File: src/hw/rtl/npc_pkg.sv
package npc_pkg;

  // Request action codes.
  localparam logic ACT_WRITE = 1'b0;
  localparam logic ACT_QUERY = 1'b1;

  // Field widths.
  localparam int CH_W      = 8;
  localparam int COLOR_W   = 3 * CH_W;
  localparam int DIST_W    = 10;
  localparam int IDX_OUT_W = 8;

  // Configuration port.
  localparam int APB_DATA_W = 32;
  localparam int APB_ADDR_W = 3;
  localparam int CFG_W      = 9;

  // Register indexes, taken from the word address bit of paddr.
  localparam logic REG_COLOR_COUNT = 1'b0;

  localparam logic [CFG_W-1:0] COLOR_COUNT_RESET = 9'd256;

  // Control from the sequencer to the distance unit.
  typedef struct packed {
    logic start;
    logic sample_valid;
  } scan_ctrl_t;

  // Status from the distance unit back to the sequencer.
  typedef struct packed {
    logic                 busy;
    logic [IDX_OUT_W-1:0] win_index;
  } scan_stat_t;

  function automatic logic [CH_W-1:0] abs_diff(input logic [CH_W-1:0] a,
                                               input logic [CH_W-1:0] b);
    return (a > b) ? (a - b) : (b - a);
  endfunction

endpackage

File: src/hw/rtl/npc_scan.sv
module npc_scan
  import npc_pkg::*;
(
  input  logic               clk,
  input  logic               rst,
  input  scan_ctrl_t         ctrl,
  input  logic [COLOR_W-1:0] sample,
  input  logic [CH_W-1:0]    q_red,
  input  logic [CH_W-1:0]    q_green,
  input  logic [CH_W-1:0]    q_blue,
  output scan_stat_t         stat
);

  logic [DIST_W-1:0]    cur_dist;
  logic                 dist_valid;
  logic [DIST_W-1:0]    best_dist;
  logic [IDX_OUT_W-1:0] win_index;
  logic [IDX_OUT_W-1:0] cmp_idx;
  logic                 found;
  logic [DIST_W-1:0]    dist_sum;

  assign dist_sum = DIST_W'(abs_diff(sample[CH_W-1:0], q_red))
                  + DIST_W'(abs_diff(sample[2*CH_W-1:CH_W], q_green))
                  + DIST_W'(abs_diff(sample[3*CH_W-1:2*CH_W], q_blue));

  // Distance stage carries no reset: dist_valid qualifies it.
  always_ff @(posedge clk) begin
    cur_dist <= dist_sum;
  end

  // Compare stage. Only a strictly smaller distance replaces the best,
  // so ties keep the lower index.
  always_ff @(posedge clk) begin
    if (rst) begin
      dist_valid <= 1'b0;
      found      <= 1'b0;
      win_index  <= '0;
      cmp_idx    <= '0;
    end else begin
      dist_valid <= ctrl.sample_valid;
      if (ctrl.start) begin
        found      <= 1'b0;
        win_index  <= '0;
        cmp_idx    <= '0;
      end else if (dist_valid) begin
        cmp_idx <= cmp_idx + 1'b1;
        if (!found || cur_dist < best_dist) begin
          found      <= 1'b1;
          win_index  <= cmp_idx;
        end
      end
    end
  end

  always_ff @(posedge clk) begin
    if (dist_valid && (!found || cur_dist < best_dist)) begin
      best_dist <= cur_dist;
    end
  end

  assign stat.busy      = dist_valid;
  assign stat.win_index = win_index;

endmodule

File: config.mk
export PLATFORM = sky130hd
export DESIGN_NAME = npc_scan
export DESIGN_NICKNAME = d
export VERILOG_FILES = /design/src/hw/rtl/npc_pkg.sv /design/src/hw/rtl/npc_scan.sv
export SDC_FILE = /design/constraint.sdc
export NUM_CORES = 1
export LEC_CHECK = 0
export BUFFER_PORTS_ARGS = -buffer_cell sky130_fd_sc_hd__clkbuf_2
export CAP_MARGIN = 25
export CORE_MARGIN = 10
export CORE_UTILIZATION = 53
export DETAILED_ROUTE_END_ITERATION = 10
export PLACE_DENSITY_LB_ADDON = 0.12
export SYNTH_ARGS = -nofsm -noshare
export SYNTH_HDL_FRONTEND = slang
export SYNTH_SLANG_ARGS = --single-unit
File: constraint.sdc
create_clock -name clk -period 4.7 [get_ports clk]
set_clock_uncertainty 0.05 [all_clocks]
set_input_delay 0.94 -clock clk [delete_from_list [all_inputs] [get_ports clk]]
set_output_delay 0.94 -clock clk [all_outputs]
set_load 0.02 [all_outputs]
==> flow_metrics.env <==
export IMPL_p_int_w=0.0009629
export IMPL_synth_seq_cells=38
export IMPL_start_kind="input port"
export IMPL_clkPwrFrac_pct=13.1
export IMPL_drv_cap=0
export IMPL_syn_num_nets=597
export IMPL_core_um2=7214
export IMPL_hpwl_mm=6.916
export IMPL_grt_max_degree=17
export IMPL_yosysUniqueCellTypes=46
export IMPL_ys_flop_type="dfxtp_1"
export IMPL_initial_core_util_pct=54.11
export IMPL_die_w_um=105.8
export IMPL_synth_top_area_share_pct=19.87
export IMPL_synth_edff_count=10
export IMPL_synth_top_area_cell="ha_1"
export IMPL_powerDensity_nw_per_um2=353.5
export IMPL_holdBufCountCts=0
export IMPL_nNetsFinal=667
export IMPL_gp_congestion=0.9127
export IMPL_arrival_ns=4.61
export IMPL_grt_pass1_wl_mm=13.80
export IMPL_cp_end_kind="flop"
export IMPL_htreeDepth=2
export IMPL_drc=0
export IMPL_cts_tree="done"
export IMPL_slew_headroom_pct=38.70
export IMPL_async_flop_share_pct=0
export IMPL_hp_class="flop to flop"
export IMPL_routed_wirelength_mm=7.874
export IMPL_io_pins=61
export IMPL_die_h_um=105.8
export IMPL_pwr_share_seq_pct=28.5
export IMPL_mostFrequentLayoutCell="inv_1"
export IMPL_slew_violations=0
export IMPL_viasPerCell=5.038
export IMPL_clkTransAtPathRegs_ns=0.07
export IMPL_cts_buffers=5
export IMPL_dr_first_iter_drc_count=100
export IMPL_wire_per_inst_um=12.34
export IMPL_period_minus_slack_ns=4.457
export IMPL_critical_path_class="input port to flop"
export IMPL_first_global_vias=3296
export IMPL_path_cells="clkbuf_2, inv_1, ha_1, fa_1, nor2b_1, o21ai_0, a21oi_1, o21ai_2, mux2i_1, xor2_1, fa_1, inv_1, ha_1, a21o_1, a21oi_1, nand2b_1, a21boi_0, o41ai_1, xor2_1"
export IMPL_grtUsageTotal_pct=14.16
export IMPL_syn_area_um2=3904
export IMPL_combPwrFrac_pct=58.4
export IMPL_switching_share_pct=38.98
export IMPL_antenna_cells=0
export IMPL_clock_sinks=38
export IMPL_grt_overflow=0
export IMPL_irDropWorstVdd_uv=192.0
export IMPL_p_total_w=0.001578
export IMPL_utilization_pct=61.88
export IMPL_design_area_um2=4464
export IMPL_syn_inst=468
export IMPL_run_status="complete, no violations"
export IMPL_placed_cell_area_um2=4369
export IMPL_vias=3214
export IMPL_ys_seq_area_share_pct=22.05
export IMPL_worst_pin_slew_ns=0.9162
export IMPL_die_area_um2=11200
export IMPL_hold_viol_final=0
export IMPL_leakagePower_nw=2.301
export IMPL_critPathMaxStageDelay_ns=0.57
export IMPL_worst_path_max_fanout=4
export IMPL_ant_nets=0
export IMPL_cts_buffer_depth=2
export IMPL_area_growth_pct=14.36
export IMPL_first_pass_iters=5
export IMPL_n_fill_cell=692
export IMPL_antenna_found_initial=0
export IMPL_finalSetupViolCount=0
export IMPL_critPathRequiredTime_ns=4.85
export IMPL_worstSkewPairLatency_ns=0.28
export IMPL_clockRootBuffer="clkbuf_8"
export IMPL_io_buffers=60
export IMPL_fin_tns_setup_ns=0
export IMPL_synthTopCellsByArea="ha_1, dfxtp_1, inv_1, edfxtp_1, fa_1"
export IMPL_rows=31
export IMPL_synth_avg_cell_area_um2=8.341
export IMPL_fmax_ghz=0.2244
export IMPL_final_cell_mix="inv_1, ha_1, clkbuf_2"
export IMPL_period_share_pct=94.84
export IMPL_yosysWarnings=0
export IMPL_switchingPower_w=0.0006151
export IMPL_layout_drive_gt1_share_pct=16.14
export IMPL_crit_slowest_cell="fa_1"
==> layout make-up <==
cell class | instances | area, um2 | area share (%)
multi-input cells | 333 | 2668 | 59.75
repair buffers | 73 | 405.4 | 9.081
clock buffers | 8 | 80.08 | 1.794
inverters | 87 | 326.6 | 7.315
well taps | 99 | 123.9 | 2.775
flip-flops and latches | 38 | 860.8 | 19.28
==> critical path, delay by kind of cell <==
family,cells,cell delay [ns]
adders and majority gates,4,1.45
AOI/OAI and AO/OA,7,1.24
xor gates and xnor gates,2,0.37
and+or+nand+nor,2,0.25
buffers and inverters,3,0.20
muxes,1,0.14
==> synth_stat cells (2+ instances only) <==
cell type and number:
o41ai_1 3, nand2b_1 3, nand3_1 6, edfxtp_1 10, o21a_1 3, a21o_2 2
and2_1 3, nor2b_1 10, nand4_1 7, xor2_1 8, xnor2_1 20, mux2i_1 23
nor2_1 32, inv_1 87, dfxtp_1 28, a21boi_0 4, buf_2 5, o21ai_0 25
nand2_1 34, a21o_1 9, a21oi_1 34, fa_1 15, ha_1 62, clkbuf_1 3
a211oi_1 4, o21bai_1 2, o21ai_2 2, a31oi_1 2, nor3_1 4, or3_1 2
==> logic make-up (layout without fill, tap and decap cells) <==
logic type / Yosys count / in the layout / synth area share [%]
compound gates: 99 / 99 / 15.83
xor+xnor: 28 / 28 / 6.282
fa+ha+maj: 77 / 77 / 27.56
buf+inv: 97 / 168 / 9.775
flops: 38 / 38 / 22.05
mux: 23 / 23 / 5.897
simple gates: 106 / 106 / 12.60
==> what timing repair did <==
action	CTS	global route
resized for setup	0	1
setup endpoints to repair	0	3
hold endpoints to repair	0	0
setup buffers	0	2
==> per-layer routing <==
layer | global-route usage [%] | up-vias | share of wire (%)
met1 | 17.67 | 1437 | 46
met5 | 0 | - | 0
met3 | 2.862 | 12 | 4.3
met2 | 23.98 | 70 | 48
met4 | 4.255 | 0 | 2.0
li1 | - | 1695 | -
==> sequential cells by signal (all words and copies together), names as in the netlist <==
signal      count
best_dist      10
cur_dist       10
dist_valid      1
win_index       8
found           1
cmp_idx         8
==> power groups by stage <==
| stage | sequential, W | clock, W | combinational (W) |
|---|---|---|---|
| final | 0.000450 | 0.000206 | 0.000922 |
| after global placement | 0.000455 | 0 | 0.000878 |
| after detailed placement | 0.000458 | 0 | 0.000910 |
| after floorplan | 0.000445 | 0 | 0.000695 |
| after global routing | 0.000456 | 0.000232 | 0.00107 |
| after CTS | 0.000451 | 0.000212 | 0.000917 |
==> metrics by stage <==
stage,setup slack [ns],instances,hold slack (ns)
6_report,0.2428,638,0.3845
5_1_grt,-0.003650,638,0.3996
4_1_cts,0.1668,636,0.3924
3_5_place_dp,-0.1192,628,0.3759
3_3_place_gp,0.09651,627,0.3607
2_1_floorplan,0.1976,468,0.3495
==> worst paths after layout <==
| check | start | end | slack [ns] | depth (start not counted) |
|---|---|---|---|---|
| setup reg to reg | best_dist[1] | best_dist[7] | 2.60 | 7 |
| hold reg to reg | cur_dist[0] | best_dist[0] | 0.38 | 0 |
| hold / removal | cur_dist[0] | best_dist[0] | 0.38 | 0 |
| setup / recovery | sample[16] | cur_dist[8] | 0.24 | 19 |
No activity file was read; power rests on OpenSTA's default activity.
